===== config.mk =====
export PLATFORM = sky130hd
export DESIGN_NAME = fade_to_white_transition_pixel
export DESIGN_NICKNAME = d
export VERILOG_FILES = /design/src/rtl/fttw_pkg.sv /design/src/rtl/fttw_prog.sv /design/src/rtl/fttw_cov.sv /design/src/rtl/fttw_blend.sv /design/src/rtl/fade_to_white_transition_pixel.sv
export SDC_FILE = /design/constraint.sdc
export NUM_CORES = 2
export LEC_CHECK = 0
export ABC_AREA = 1
export ABC_CLOCK_PERIOD_IN_PS = 23400
export BUFFER_PORTS_ARGS = -buffer_cell sky130_fd_sc_hd__buf_2
export CORE_AREA = 2 2 385 387
export CTS_BUF_LIST = sky130_fd_sc_hd__clkbuf_4 sky130_fd_sc_hd__clkbuf_8
export DETAILED_ROUTE_END_ITERATION = 10
export DIE_AREA = 0 0 387 389
export GPL_ROUTABILITY_DRIVEN = 0
export PLACE_DENSITY = 0.65
export SKIP_LAST_GASP = 1
export SYNTH_ARGS = -nofsm -noshare
export SYNTH_HDL_FRONTEND = slang
export SYNTH_SLANG_ARGS = --single-unit

===== constraint.sdc =====
create_clock -name clk -period 23.4 [get_ports clk]
set_input_delay 4.68 -clock clk [delete_from_list [all_inputs] [get_ports clk]]
set_output_delay 4.68 -clock clk [all_outputs]
set_load 0.05 [all_outputs]

===== src/rtl/fttw_pkg.sv =====
package fttw_pkg;

    localparam int SCREEN_WIDTH   = 640;
    localparam int SCREEN_HEIGHT  = 480;
    localparam int FADE_WINDOW_MS = 460;

    localparam int WHITE_R = 232;
    localparam int WHITE_G = 240;
    localparam int WHITE_B = 255;

    localparam int X_W      = 10;
    localparam int Y_W      = 9;
    localparam int PIX_W    = 16;
    localparam int A_W      = 9;
    localparam int COV_W    = 9;
    localparam int STYLE_W  = 3;
    localparam int TIME_W   = 32;
    localparam int CFG_IDX_W = 3;
    localparam int TDATA_IN_W = 40;

    localparam int N_STAGES = 8;

    localparam logic [STYLE_W-1:0] STYLE_MELT     = 3'd0;
    localparam logic [STYLE_W-1:0] STYLE_WIPE     = 3'd1;
    localparam logic [STYLE_W-1:0] STYLE_DISSOLVE = 3'd2;
    localparam logic [STYLE_W-1:0] STYLE_IRIS     = 3'd3;
    localparam logic [STYLE_W-1:0] STYLE_BLINDS   = 3'd4;

    localparam logic [CFG_IDX_W-1:0] CFG_FRAME_TIME   = 3'd0;
    localparam logic [CFG_IDX_W-1:0] CFG_SCENE_START  = 3'd1;
    localparam logic [CFG_IDX_W-1:0] CFG_SCENE_END    = 3'd2;
    localparam logic [CFG_IDX_W-1:0] CFG_SUPPRESS_OUT = 3'd3;
    localparam logic [CFG_IDX_W-1:0] CFG_OUT_STYLE    = 3'd4;
    localparam logic [CFG_IDX_W-1:0] CFG_IN_STYLE     = 3'd5;

    typedef struct packed {
        logic [TIME_W-1:0]  frame_time;
        logic [TIME_W-1:0]  scene_start_time;
        logic [TIME_W-1:0]  scene_end_time;
        logic               suppress_outgoing;
        logic [STYLE_W-1:0] outgoing_style;
        logic [STYLE_W-1:0] incoming_style;
    } cfg_t;

endpackage


===== src/rtl/fttw_prog.sv =====
module fttw_prog (
    input  logic                           clk,
    input  fttw_pkg::cfg_t                 cfg,
    input  logic [1:0]                     en,
    output logic [fttw_pkg::A_W-1:0]       a,
    output logic [fttw_pkg::STYLE_W-1:0]   style,
    output logic                           active
);

    localparam int T_W       = 9;
    localparam int N_W       = T_W + 8;
    localparam int DIV_SHIFT = 16;
    localparam int DIV_MUL   = (1 << DIV_SHIFT) / fttw_pkg::FADE_WINDOW_MS;  // floor(2^16 / 460)
    localparam int PROD_W    = N_W + 9;
    localparam int A_W_Q     = 9;

    logic [fttw_pkg::TIME_W-1:0]  into;
    logic [fttw_pkg::TIME_W-1:0]  left;
    logic [T_W-1:0]               t_sel;
    logic [fttw_pkg::STYLE_W-1:0] style_sel;
    logic                         act_sel;
    logic [N_W-1:0]               num;
    logic [PROD_W-1:0]            prod;

    logic [N_W-1:0]               num_reg;
    logic [A_W_Q-1:0]             q0_reg;
    logic [fttw_pkg::STYLE_W-1:0] style1_reg;
    logic                         act1_reg;

    logic [N_W-1:0]               qmul;
    logic [N_W-1:0]               rem;
    logic [A_W_Q-1:0]             q;
    logic [fttw_pkg::A_W-1:0]     a_next;

    logic [fttw_pkg::A_W-1:0]     a_reg;
    logic [fttw_pkg::STYLE_W-1:0] style_reg;
    logic                         active_reg;

    // stage 1: window select and reciprocal estimate
    always_comb
    begin
        into = cfg.frame_time - cfg.scene_start_time;
        left = (cfg.scene_end_time > cfg.frame_time) ?
               (cfg.scene_end_time - cfg.frame_time) : '0;
        if (into < fttw_pkg::TIME_W'(fttw_pkg::FADE_WINDOW_MS))
        begin
            t_sel     = into[T_W-1:0];
            style_sel = cfg.incoming_style;
            act_sel   = 1'b1;
        end
        else if (!cfg.suppress_outgoing &&
                 left < fttw_pkg::TIME_W'(fttw_pkg::FADE_WINDOW_MS))
        begin
            t_sel     = left[T_W-1:0];
            style_sel = cfg.outgoing_style;
            act_sel   = 1'b1;
        end
        else
        begin
            t_sel     = '0;
            style_sel = cfg.incoming_style;
            act_sel   = 1'b0;
        end
        num  = {t_sel, 8'd0};
        prod = PROD_W'(num) * PROD_W'(DIV_MUL);
    end

    always_ff @(posedge clk)
    begin
        if (en[0])
        begin
            num_reg    <= num;
            q0_reg     <= A_W_Q'(prod >> DIV_SHIFT);
            style1_reg <= style_sel;
            act1_reg   <= act_sel;
        end
    end

    // stage 2: quotient correction, progress
    always_comb
    begin
        qmul   = N_W'(q0_reg) * N_W'(fttw_pkg::FADE_WINDOW_MS);
        rem    = num_reg - qmul;
        q      = (rem >= N_W'(fttw_pkg::FADE_WINDOW_MS)) ? (q0_reg + A_W_Q'(1)) : q0_reg;
        a_next = fttw_pkg::A_W'(10'd256 - 10'(q));
    end

    always_ff @(posedge clk)
    begin
        if (en[1])
        begin
            a_reg      <= a_next;
            style_reg  <= style1_reg;
            active_reg <= act1_reg;
        end
    end

    assign a      = a_reg;
    assign style  = style_reg;
    assign active = active_reg;

endmodule


===== src/rtl/fttw_cov.sv =====
module fttw_cov (
    input  logic                           clk,
    input  logic [6:0]                     en,
    input  logic [fttw_pkg::X_W-1:0]       x,
    input  logic [fttw_pkg::Y_W-1:0]       y,
    input  logic [fttw_pkg::A_W-1:0]       a,
    input  logic [fttw_pkg::STYLE_W-1:0]   style,
    input  logic                           active,
    output logic [fttw_pkg::COV_W-1:0]     cov
);

    localparam int X_CENTRE   = fttw_pkg::SCREEN_WIDTH / 2;
    localparam int Y_CENTRE   = fttw_pkg::SCREEN_HEIGHT / 2;
    localparam int WIPE_SPAN  = fttw_pkg::SCREEN_WIDTH + 30;
    localparam int MELT_SPAN  = fttw_pkg::SCREEN_HEIGHT + 24;
    localparam int MOD12_MUL  = 171;   // ~ 2^11 / 12
    localparam int MOD31_MUL  = 2114;  // floor(2^16 / 31)
    localparam int DIV100_MUL = 655;   // floor(2^16 / 100)

    localparam int XW = fttw_pkg::X_W;
    localparam int YW = fttw_pkg::Y_W;
    localparam int CW = fttw_pkg::COV_W;
    localparam int SW = fttw_pkg::STYLE_W;

    function automatic logic [CW-1:0] clamp_cov(input logic signed [23:0] v);
        logic [CW-1:0] r;
        if (v < 24'sd0)
            r = '0;
        else if (v > 24'sd256)
            r = CW'(256);
        else
            r = v[CW-1:0];
        return r;
    endfunction

    // floor(k * 256 / 12) for k = y mod 12
    function automatic logic [7:0] blind_local(input logic [3:0] k);
        logic [7:0] r;
        case (k)
            4'd0:    r = 8'd0;
            4'd1:    r = 8'd21;
            4'd2:    r = 8'd42;
            4'd3:    r = 8'd64;
            4'd4:    r = 8'd85;
            4'd5:    r = 8'd106;
            4'd6:    r = 8'd128;
            4'd7:    r = 8'd149;
            4'd8:    r = 8'd170;
            4'd9:    r = 8'd192;
            4'd10:   r = 8'd213;
            4'd11:   r = 8'd234;
            default: r = 8'd0;
        endcase
        return r;
    endfunction

    // stage 1
    logic signed [10:0] dx;
    logic signed [9:0]  dy;
    logic signed [21:0] dxsq;
    logic signed [19:0] dysq;
    logic [7:0]         hx, hy, hsum;
    logic [16:0]        yprod;

    logic [XW-1:0] x1_reg;
    logic [YW-1:0] y1_reg;
    logic [19:0]   xsq1_reg;
    logic [12:0]   x7_1_reg;
    logic [7:0]    h1_reg;
    logic [18:0]   dxsq1_reg;
    logic [16:0]   dysq1_reg;
    logic [5:0]    yq1_reg;

    always_comb
    begin
        dx    = $signed({1'b0, x}) - $signed(11'(X_CENTRE));
        dy    = $signed({1'b0, y}) - $signed(10'(Y_CENTRE));
        dxsq  = dx * dx;
        dysq  = dy * dy;
        hx    = 8'(x[7:0] * 8'd73);
        hy    = 8'(y[7:0] * 8'd151);
        hsum  = 8'(x[7:0] + y[7:0]);
        yprod = 17'(y) * 17'(MOD12_MUL);
    end

    always_ff @(posedge clk)
    begin
        if (en[0])
        begin
            x1_reg    <= x;
            y1_reg    <= y;
            xsq1_reg  <= 20'(x) * 20'(x);
            x7_1_reg  <= 13'(x) * 13'd7;
            h1_reg    <= hx ^ hy ^ {hsum[5:0], 2'b00};
            dxsq1_reg <= dxsq[18:0];
            dysq1_reg <= dysq[16:0];
            yq1_reg   <= 6'(yprod >> 11);
        end
    end

    // stage 2
    logic [9:0] yrem0;
    logic [9:0] yrem;

    logic [XW-1:0] x2_reg;
    logic [YW-1:0] y2_reg;
    logic [7:0]    h2_reg;
    logic [15:0]   v2_reg;
    logic [19:0]   d2_2_reg;
    logic [7:0]    local2_reg;

    always_comb
    begin
        yrem0 = 10'(y1_reg) - 10'(yq1_reg) * 10'd12;
        yrem  = (yrem0 >= 10'd12) ? (yrem0 - 10'd12) : yrem0;
    end

    always_ff @(posedge clk)
    begin
        if (en[1])
        begin
            x2_reg     <= x1_reg;
            y2_reg     <= y1_reg;
            h2_reg     <= h1_reg;
            v2_reg     <= 16'(x7_1_reg) + 16'(xsq1_reg >> 5);
            d2_2_reg   <= 20'(dxsq1_reg) + 20'(dysq1_reg);
            local2_reg <= blind_local(yrem[3:0]);
        end
    end

    // stage 3: progress joins the pixel
    logic [17:0]        wprod;
    logic [16:0]        iprod;
    logic [17:0]        mprod;
    logic [27:0]        vprod;
    logic signed [10:0] ddiff;
    logic signed [10:0] bdiff;

    logic [XW-1:0]      x3_reg;
    logic [YW-1:0]      y3_reg;
    logic [SW-1:0]      style3_reg;
    logic               act3_reg;
    logic signed [11:0] edge3_reg;
    logic [7:0]         r3_reg;
    logic [8:0]         ab3_reg;
    logic [15:0]        v3_reg;
    logic [11:0]        qv3_reg;
    logic [19:0]        d2_3_reg;
    logic [CW-1:0]      covd3_reg;
    logic [CW-1:0]      covb3_reg;

    always_comb
    begin
        wprod = 18'(a) * 18'(WIPE_SPAN);
        iprod = 17'(a) * 17'd205;
        mprod = 18'(a) * 18'(MELT_SPAN);
        vprod = 28'(v2_reg) * 28'(MOD31_MUL);
        ddiff = $signed({2'b0, a}) - $signed({3'b0, h2_reg});
        bdiff = $signed({2'b0, a}) - $signed({3'b0, local2_reg});
    end

    always_ff @(posedge clk)
    begin
        if (en[2])
        begin
            x3_reg     <= x2_reg;
            y3_reg     <= y2_reg;
            style3_reg <= style;
            act3_reg   <= active;
            edge3_reg  <= $signed({2'b0, wprod[17:8]}) - 12'sd15;
            r3_reg     <= iprod[15:8];
            ab3_reg    <= mprod[16:8];
            v3_reg     <= v2_reg;
            qv3_reg    <= 12'(vprod >> 16);
            d2_3_reg   <= d2_2_reg;
            covd3_reg  <= clamp_cov(24'(ddiff) * 24'sd10);
            covb3_reg  <= clamp_cov(24'(bdiff) * 24'sd12);
        end
    end

    // stage 4
    logic signed [11:0] we;
    logic [15:0]        rsq;
    logic [16:0]        mrem0;
    logic [16:0]        mrem;

    logic [YW-1:0]      y4_reg;
    logic [SW-1:0]      style4_reg;
    logic               act4_reg;
    logic [CW-1:0]      covd4_reg;
    logic [CW-1:0]      covb4_reg;
    logic [CW-1:0]      covw4_reg;
    logic signed [21:0] idiff4_reg;
    logic [6:0]         f4_reg;
    logic [8:0]         ab4_reg;

    always_comb
    begin
        we    = edge3_reg - $signed({2'b0, x3_reg});
        rsq   = 16'(r3_reg) * 16'(r3_reg);
        mrem0 = 17'(v3_reg) - 17'(qv3_reg) * 17'd31;
        mrem  = (mrem0 >= 17'd31) ? (mrem0 - 17'd31) : mrem0;
    end

    always_ff @(posedge clk)
    begin
        if (en[3])
        begin
            y4_reg     <= y3_reg;
            style4_reg <= style3_reg;
            act4_reg   <= act3_reg;
            covd4_reg  <= covd3_reg;
            covb4_reg  <= covb3_reg;
            covw4_reg  <= clamp_cov(24'(we) * 24'sd24);
            idiff4_reg <= $signed({6'b0, rsq}) - $signed({2'b0, d2_3_reg});
            f4_reg     <= 7'd80 + 7'(mrem);
            ab4_reg    <= ab3_reg;
        end
    end

    // stage 5
    logic signed [21:0] ish;

    logic [YW-1:0] y5_reg;
    logic [SW-1:0] style5_reg;
    logic          act5_reg;
    logic [CW-1:0] covd5_reg;
    logic [CW-1:0] covb5_reg;
    logic [CW-1:0] covw5_reg;
    logic [CW-1:0] covi5_reg;
    logic [15:0]   mp5_reg;

    assign ish = idiff4_reg >>> 6;

    always_ff @(posedge clk)
    begin
        if (en[4])
        begin
            y5_reg     <= y4_reg;
            style5_reg <= style4_reg;
            act5_reg   <= act4_reg;
            covd5_reg  <= covd4_reg;
            covb5_reg  <= covb4_reg;
            covw5_reg  <= covw4_reg;
            covi5_reg  <= clamp_cov(24'(ish));
            mp5_reg    <= 16'(ab4_reg) * 16'(f4_reg);
        end
    end

    // stage 6
    logic [25:0] fprod;

    logic [YW-1:0] y6_reg;
    logic [SW-1:0] style6_reg;
    logic          act6_reg;
    logic [CW-1:0] covd6_reg;
    logic [CW-1:0] covb6_reg;
    logic [CW-1:0] covw6_reg;
    logic [CW-1:0] covi6_reg;
    logic [15:0]   mp6_reg;
    logic [9:0]    fq6_reg;

    assign fprod = 26'(mp5_reg) * 26'(DIV100_MUL);

    always_ff @(posedge clk)
    begin
        if (en[5])
        begin
            y6_reg     <= y5_reg;
            style6_reg <= style5_reg;
            act6_reg   <= act5_reg;
            covd6_reg  <= covd5_reg;
            covb6_reg  <= covb5_reg;
            covw6_reg  <= covw5_reg;
            covi6_reg  <= covi5_reg;
            mp6_reg    <= mp5_reg;
            fq6_reg    <= 10'(fprod >> 16);
        end
    end

    // stage 7: melt front, pattern select
    logic [15:0]        frem;
    logic [9:0]         front;
    logic signed [10:0] me;
    logic [CW-1:0]      covm;
    logic [CW-1:0]      cov_sel;
    logic [CW-1:0]      cov_reg;

    always_comb
    begin
        frem  = mp6_reg - 16'(fq6_reg) * 16'd100;
        front = (frem >= 16'd100) ? (fq6_reg + 10'd1) : fq6_reg;
        me    = $signed({1'b0, front}) - $signed({2'b0, y6_reg});
        covm  = clamp_cov(24'(me) * 24'sd24);
        unique case (style6_reg)
            fttw_pkg::STYLE_WIPE:     cov_sel = covw6_reg;
            fttw_pkg::STYLE_DISSOLVE: cov_sel = covd6_reg;
            fttw_pkg::STYLE_IRIS:     cov_sel = covi6_reg;
            fttw_pkg::STYLE_BLINDS:   cov_sel = covb6_reg;
            default:                  cov_sel = covm;
        endcase
    end

    always_ff @(posedge clk)
    begin
        if (en[6])
            cov_reg <= act6_reg ? cov_sel : '0;
    end

    assign cov = cov_reg;

endmodule


===== src/rtl/fttw_blend.sv =====
module fttw_blend (
    input  logic                         clk,
    input  logic [7:0]                   en,
    input  logic [fttw_pkg::PIX_W-1:0]   pixel_in,
    input  logic [fttw_pkg::COV_W-1:0]   cov,
    output logic [fttw_pkg::PIX_W-1:0]   pixel_out
);

    localparam int PW    = fttw_pkg::PIX_W;
    localparam int DEPTH = fttw_pkg::N_STAGES - 1;

    function automatic logic [7:0] toward(input logic [7:0] ch, input logic [7:0] white,
                                          input logic [fttw_pkg::COV_W-1:0] c);
        logic signed [9:0]  d;
        logic signed [19:0] prod;
        logic signed [19:0] sum;
        d    = $signed({2'b0, white}) - $signed({2'b0, ch});
        prod = 20'(d) * $signed({11'b0, c});
        sum  = $signed({12'b0, ch}) + (prod >>> 8);
        return sum[7:0];
    endfunction

    logic [PW-1:0] pix_reg [DEPTH];
    logic [PW-1:0] out_reg;

    logic [4:0] r5, b5;
    logic [5:0] g6;
    logic [7:0] r8, g8, b8;

    always_ff @(posedge clk)
    begin
        if (en[0])
            pix_reg[0] <= pixel_in;
    end

    for (genvar k = 1; k < DEPTH; k++)
    begin : g_delay
        always_ff @(posedge clk)
        begin
            if (en[k])
                pix_reg[k] <= pix_reg[k-1];
        end
    end

    // channels widen by bit replication, repack by truncation
    always_comb
    begin
        r5 = pix_reg[DEPTH-1][15:11];
        g6 = pix_reg[DEPTH-1][10:5];
        b5 = pix_reg[DEPTH-1][4:0];
        r8 = toward({r5, r5[4:2]}, 8'(fttw_pkg::WHITE_R), cov);
        g8 = toward({g6, g6[5:4]}, 8'(fttw_pkg::WHITE_G), cov);
        b8 = toward({b5, b5[4:2]}, 8'(fttw_pkg::WHITE_B), cov);
    end

    always_ff @(posedge clk)
    begin
        if (en[DEPTH])
            out_reg <= {r8[7:3], g8[7:2], b8[7:3]};
    end

    assign pixel_out = out_reg;

endmodule


===== src/rtl/fade_to_white_transition_pixel.sv =====
// Channel   Dir  Handshake              Payload
// s_*       in   s_tvalid / s_tready    s_tdata: pixel_x, pixel_y, pixel_in
// m_*       out  m_tvalid / m_tready    m_tdata: pixel_out
// cfg_*     in   cfg_valid / cfg_ready  cfg_index, cfg_data
//
// One item per cycle while the output is not stalled, through the fixed stage pipeline.
// The melt path (mod 31 and divide by 100 as reciprocal multiplies) sets the depth.
// rst_n clears the configuration registers and all stage valid bits; no clearing pass.
// Each stage holds only while it is full and the next one cannot take its item,
// so bubbles close up behind a stalled output; cfg_ready is always high.
module fade_to_white_transition_pixel (
    input  logic                                clk,
    input  logic                                rst_n,
    input  logic                                s_tvalid,
    output logic                                s_tready,
    input  logic [fttw_pkg::TDATA_IN_W-1:0]     s_tdata,   // pixel_x, pixel_y, pixel_in
    output logic                                m_tvalid,
    input  logic                                m_tready,
    output logic [fttw_pkg::PIX_W-1:0]          m_tdata,   // pixel_out
    input  logic                                cfg_valid,
    output logic                                cfg_ready,
    input  logic [fttw_pkg::CFG_IDX_W-1:0]      cfg_index,
    input  logic [fttw_pkg::TIME_W-1:0]         cfg_data
);

    localparam int NS = fttw_pkg::N_STAGES;

    fttw_pkg::cfg_t cfg_reg;
    fttw_pkg::cfg_t cfg_next;

    logic [NS-1:0] valid_reg;
    logic [NS-1:0] valid_next;
    logic [NS-1:0] stage_en;

    logic [fttw_pkg::X_W-1:0]     px;
    logic [fttw_pkg::Y_W-1:0]     py;
    logic [fttw_pkg::PIX_W-1:0]   pin;
    logic [fttw_pkg::A_W-1:0]     prog_a;
    logic [fttw_pkg::STYLE_W-1:0] prog_style;
    logic                         prog_active;
    logic [fttw_pkg::COV_W-1:0]   cov;

    assign px  = s_tdata[9:0];
    assign py  = s_tdata[18:10];
    assign pin = s_tdata[34:19];

    assign cfg_ready = 1'b1;

    always_comb
    begin
        cfg_next = cfg_reg;
        if (cfg_valid)
        begin
            unique case (cfg_index)
                fttw_pkg::CFG_FRAME_TIME:   cfg_next.frame_time        = cfg_data;
                fttw_pkg::CFG_SCENE_START:  cfg_next.scene_start_time  = cfg_data;
                fttw_pkg::CFG_SCENE_END:    cfg_next.scene_end_time    = cfg_data;
                fttw_pkg::CFG_SUPPRESS_OUT: cfg_next.suppress_outgoing = cfg_data[0];
                fttw_pkg::CFG_OUT_STYLE:    cfg_next.outgoing_style    = cfg_data[2:0];
                fttw_pkg::CFG_IN_STYLE:     cfg_next.incoming_style    = cfg_data[2:0];
                default:                    cfg_next = cfg_reg;
            endcase
        end
    end

    always_comb
    begin
        stage_en[NS-1] = !valid_reg[NS-1] || m_tready;
        for (int k = NS - 2; k >= 0; k--)
            stage_en[k] = !valid_reg[k] || stage_en[k+1];
        valid_next[0] = stage_en[0] ? s_tvalid : valid_reg[0];
        for (int k = 1; k < NS; k++)
            valid_next[k] = stage_en[k] ? valid_reg[k-1] : valid_reg[k];
    end

    always_ff @(posedge clk or negedge rst_n)
    begin
        if (!rst_n)
        begin
            cfg_reg   <= '0;
            valid_reg <= '0;
        end
        else
        begin
            cfg_reg   <= cfg_next;
            valid_reg <= valid_next;
        end
    end

    assign s_tready = stage_en[0];
    assign m_tvalid = valid_reg[NS-1];

    fttw_prog u_prog (
        .clk    (clk),
        .cfg    (cfg_reg),
        .en     (stage_en[1:0]),
        .a      (prog_a),
        .style  (prog_style),
        .active (prog_active)
    );

    fttw_cov u_cov (
        .clk    (clk),
        .en     (stage_en[6:0]),
        .x      (px),
        .y      (py),
        .a      (prog_a),
        .style  (prog_style),
        .active (prog_active),
        .cov    (cov)
    );

    fttw_blend u_blend (
        .clk       (clk),
        .en        (stage_en[7:0]),
        .pixel_in  (pin),
        .cov       (cov),
        .pixel_out (m_tdata)
    );

endmodule


* After elaboration in Yosys (flattened, before gate mapping) *
Memories as Yosys holds them, arrays and structs flattened. A register that Yosys moved wholly into a read port is not among the register bits.
Index checks and enable logic that the tools add are counted.

storage, ports and cells
  register bits after elaboration = 671
  bits in writable memories = 112
  bits in read-only memories = 128
  input port bits = 80
  output and inout port bits = 19
  word-level logic and storage cells = 223
  memories = 2

cells by class
  add/subtract/negate cells = 29
  multipliers = 26
  $lt $le $gt $ge = 17
  eq/ne operators = 9
  multiplexer cells = 31
  bitwise logic cells = 2
  reduce and logical (&&, ||, !) cells = 29

memory list
  name              depth  bits a word  read ports  clocked after memory_dff  wr ports  RTL line          source
  (name not given)  16     8            1           1                         0         fttw_cov.sv:39    case (k)
  u_blend.pix_reg   7      16           7           0                         7         fttw_blend.sv:23  logic [PW-1:0] pix_reg [DEPTH];

operators with widths
  cell                                                                                   count
  24-bit by 10-bit greater-than comparator with 1-bit output (second input constant)     4
  24-bit by 1-bit < comparator with 1-bit output (second input constant)                 4
  9-bit 2-to-1 mux                                                                       9
  32-bit by 9-bit < comparator with 1-bit output (second input constant)                 2
  32-bit subtractor                                                                      2
  9-bit by 10-bit multiplier with 16-bit output                                          3
  9-bit case mux with 4 select lines                                                     1
  32-bit greater-than comparator                                                         1
  32-bit 2-to-1 mux                                                                      1
  16-bit by 11-bit multiplier with 27-bit output (second input constant)                 1
  8-bit by 8-bit subtractor with 9-bit output (first input constant)                     3
  10-bit by 3-bit multiplier with 13-bit output (second input constant)                  2
  16-bit by 10-bit multiplier with 26-bit output (second input constant)                 1
  8-bit adder                                                                            3
  16-bit by 20-bit subtractor with 21-bit output                                         1
  19-bit by 17-bit adder with 20-bit output                                              1
  10-bit by 10-bit multiplier with 20-bit output                                         1
  9-bit by 8-bit subtractor with 10-bit output                                           2
  11-bit by 11-bit multiplier with 19-bit output                                         1
  17-bit by 5-bit greater-or-equal comparator with 1-bit output (second input constant)  1
  17-bit by 9-bit greater-or-equal comparator with 1-bit output (second input constant)  1
  10-bit by 10-bit multiplier with 17-bit output                                         1
  12-bit by 5-bit multiplier with 17-bit output (second input constant)                  1
  9-bit by 8-bit multiplier with 17-bit output (second input constant)                   1
  other kinds (50)                                                                       95

* Longest topological paths before layout *
  word-level depth = 11
  depth in mapped cells = 51
  mapped depth without buffers = 51

* By module *
From an unflattened synthesis, not the netlist that was laid out.

second synthesis, totals
  cells, all modules = 8137
  area total of the unflattened synthesis = 74549.0 um2

by module, submodules not included
  module                          times used  cells each  area an instance (um2)  sequential area each (um2)
  fttw_cov                        1           4854        48535.3                 14203.6
  fttw_blend                      1           1214        11765.0                 3843.7
  fttw_prog                       1           1661        10085.9                 1051.0
  fade_to_white_transition_pixel  1           408         4162.7                  2777.7

* Least setup slack after synthesis *
No wires, ideal clock.

  path type = input -> output
  start = in m_tready
  end = out s_tready
  arrival time = 16926 ps
  path slack = 1794 ps
  cell stages on the path = 14
  buffers on the path = 0
  cells stage by stage = nor2_1 inv_1 nor2_1 inv_1 nor2_1 inv_1 nor2_1 inv_1 nor2_1 inv_1 nor2_1 inv_1 nor2_1 nand2_1

between the ends
  longest elaborated chain between the ends = 8

ends and longest elaborated chain
  what                           RTL line                              source
  start, declared                fade_to_white_transition_pixel.sv:18  input logic m_tready,
  1-bit logical OR               fade_to_white_transition_pixel.sv:68  stage_en[NS-1] = !valid_reg[NS-1] || m_tready;
  net stage_en[7]                fade_to_white_transition_pixel.sv:33  logic [NS-1:0] stage_en;
  1-bit logical OR               fade_to_white_transition_pixel.sv:70  stage_en[k] = !valid_reg[k] || stage_en[k+1];
  net stage_en[6]                fade_to_white_transition_pixel.sv:33
  1-bit logical OR               fade_to_white_transition_pixel.sv:70
  net stage_en[5]                fade_to_white_transition_pixel.sv:33
  1-bit logical OR               fade_to_white_transition_pixel.sv:70
  net stage_en[4]                fade_to_white_transition_pixel.sv:33
  1-bit logical OR               fade_to_white_transition_pixel.sv:70
  net stage_en[3]                fade_to_white_transition_pixel.sv:33
  1-bit logical OR               fade_to_white_transition_pixel.sv:70
  net stage_en[2]                fade_to_white_transition_pixel.sv:33
  1-bit logical OR (2 in a row)  fade_to_white_transition_pixel.sv:70
  end, declared                  fade_to_white_transition_pixel.sv:15  output logic s_tready,

The timed path passes the listed nets, and every way through them passes these cells.

* Worst setup path in the final report *
Ends and elaborated chain as after synthesis.

==> results_dict.tcl <==
set metrics [dict create \
    status "complete, no violations" \
    fmax_mhz 73.0 \
    cts-resized-gates 0 \
    fin_setup_tns_ns 0 \
    core_um2 147000 \
    yosysWarnings 0 \
    via_per_inst 5.06 \
    totalWireLength_um 145000 \
    synth_area_um2 72600 \
    die_w_um 387 \
    drive_above_1_share 0.0534 \
    cp_max_fo 70 \
    synth_cell_types 63 \
    h-tree-depth 4 \
    cts_buffer_depth 3 \
    ant_nets 0 \
    ys_top_cells_by_count "1675 x inv_1, 1244 x nand2_1, 1085 x ha_1" \
    synth_most_common_cell "inv_1" \
    grt_overflow_total 0 \
    vias 50026 \
    die_y_um 389 \
    ys_seq_area_frac 0.301 \
    max_slew.worst_pin.slew_ns 1.19 \
    cts_tree "built" \
    grt_pass1_wl_um 247000 \
    ys_ff_latch 747 \
    drc 0 \
    drtIter0Drc 2571 \
    grt_usage 0.199 \
    setup.worst_path.start "m_tready" \
    synthFlopType "edfxtp_1" \
    synthTopCellsByArea "edfxtp_1 26%, ha_1 19%, fa_1 17%" \
    async_reset_ff_frac 0.149 \
    n_fill_cell 13087 \
    finClkSkew_ns 0.0514 \
    synth_fa_ha_area_frac 0.362 \
    finalNetCount 9657 \
    largest_register_ffs 112 \
    period_needed_ns 13.69 \
    synth_top_area_frac 0.263 \
    synth_edf_count 636 \
    worstSetupPathType "input pin to primary output" \
    cts_sinks 747 \
    worst_ep_arrival_time_ns 9.01 \
    holdCritStartpoint "u_cov.y4_reg[8]" \
    yosysTopAreaCell "edfxtp_1" \
    synthXorXnorAreaFrac 0.0568 \
    numCtsBuffers 131 \
    synth-compound-area-share 0.0625 \
    wl_per_cell_um 14.7 \
    end_kind "primary output" \
    avgSynthCellArea_um2 9.44 \
    start_util 0.495 \
    io_buffer_count 92 \
    r2r_start "u_cov.fq6_reg[3]" \
    required_ns 18.72 \
    grt_max_degree 77 \
    syn_inst 7688 \
    multiInputGateArea_um2 44100 \
    io_pins 99 \
    synth_nets 9487 \
    die-area_um2 151000 \
    clk_pin_slew_ns 0.06 \
    synth_mux_area_frac 0 \
    grt_pass1_vias 51597 \
    setup_viol 0 \
    core.rowCount 141 \
    post_cts_buffers 0 \
    dp_hpwl_um 118000 \
    slew_viol_final 0 \
    cts_root_buf "clkbuf_8" \
    maxCapViolations 0 \
    hold_buffers 0 \
    min_path_type "flop to flop" \
    first_pass_iters 6 \
    yosys.area_share.simple 0.126 \
    clock_latency_ns 0.87 \
    syn2layout_area_growth_pct 7.50 \
    grt_antenna_before_repair 8 \
    slew_headroom 0.205 \
    startpoint_type "input pin" \
    synth_top_family_by_area "adder cells" \
    rsz0062_at_grt "no" \
    final-seq-area_um2 21900 \
    hold_viol 0 \
    post-route-period-util 0.585 \
]
[stage by stage]
stage                     instances  utilization  setup WS [ns]  instance area [um^2]  hold WS [ns]
after CTS                      9887        0.532           9.54                 78000         0.360
after detailed placement       9655        0.514           9.58                 75400         0.405
final                          9890        0.532           9.71                 78100         0.369
after global placement         9655        0.514           9.59                 75400         0.401
after floorplan                7688            -           1.79                 72600         0.400
after global routing           9890        0.532           9.11                 78100         0.376
[area by class of cell]
cell class              instances  area share
multi-input cells            5177       0.565
clock inverters                71     0.00803
flip-flops and latches        747       0.280
repair buffers                109     0.00757
clock buffers                 161      0.0265
inverters                    1692      0.0815
well taps                    1930      0.0309
diodes                          3   0.0000962
[critical path: stages]
cell	delay, ns
buf_2	0.09
nor2_1	0.09
inv_1	0.34
nor2_1	0.22
inv_1	0.07
buf_4	0.25
nor2_1	0.17
clkinv_2	0.46
nor2_1	0.30
clkinv_2	0.08
nor2_1	0.12
clkinv_2	0.42
nor2_1	0.40
inv_6	0.26
nor2_1	0.41
nand2_4	0.28
buf_2	0.31
[layer usage]
| metal | part of all wire | GRT usage | up-vias |
|---|---|---|---|
| met5 | 0.00031 | 0 | - |
| met4 | 0.025 | 0.0569 | 8 |
| met3 | 0.041 | 0.0303 | 243 |
| met2 | 0.48 | 0.340 | 948 |
| met1 | 0.45 | 0.263 | 23900 |
| li1 | - | - | 24927 |
[kinds of logic after synthesis]
logic type,Yosys count
adder cells (fa/ha/maj),1719
flip-flops,747
XOR/XNOR,469
AO/OA/AOI/OAI,815
AND/OR/NAND/NOR,2173
other,1
buffers and inverters,1764
[path summary, 6_finish.rpt]
path,end,slack (ns),cells after the start
min,u_cov.y5_reg[8],0.37,0
max,s_tready,9.71,17
min reg2reg,u_cov.y5_reg[8],0.37,0
max reg2reg,u_cov.cov[6],14.59,49
max in group asynchronous,cfg_reg[46],18.23,2
min in group asynchronous,cfg_reg[97],3.87,1
[cells in the final DEF (no fill, tap or decap), types with 8 or more instances in the layout]
cell type   instances
a211oi_1           16
a21boi_0           10
a21o_1             43
a21oi_1           370
a31oi_1            20
buf_2              91
buf_4              18
bufinv_16           8
clkbuf_4           24
clkbuf_8          137
clkinv_1           28
clkinv_2           26
clkinvlp_4          9
dfrtp_1           111
edfxtp_1          636
fa_1              634
ha_1             1085
inv_1            1670
inv_2               9
nand2_1          1241
nand2_2            29
nand3_1           207
nand3_2             8
nand3b_1           24
nand4_1            70
nor2_1            485
nor3_1             39
nor4_1              8
o21a_1             13
o21ai_0           260
o21bai_1           40
or2_2              18
xnor2_1           162
xor2_1            305
Power is left out: the tool's default activity adds up to more than one toggle a clock period on the data nets, which glitch-free logic cannot reach.
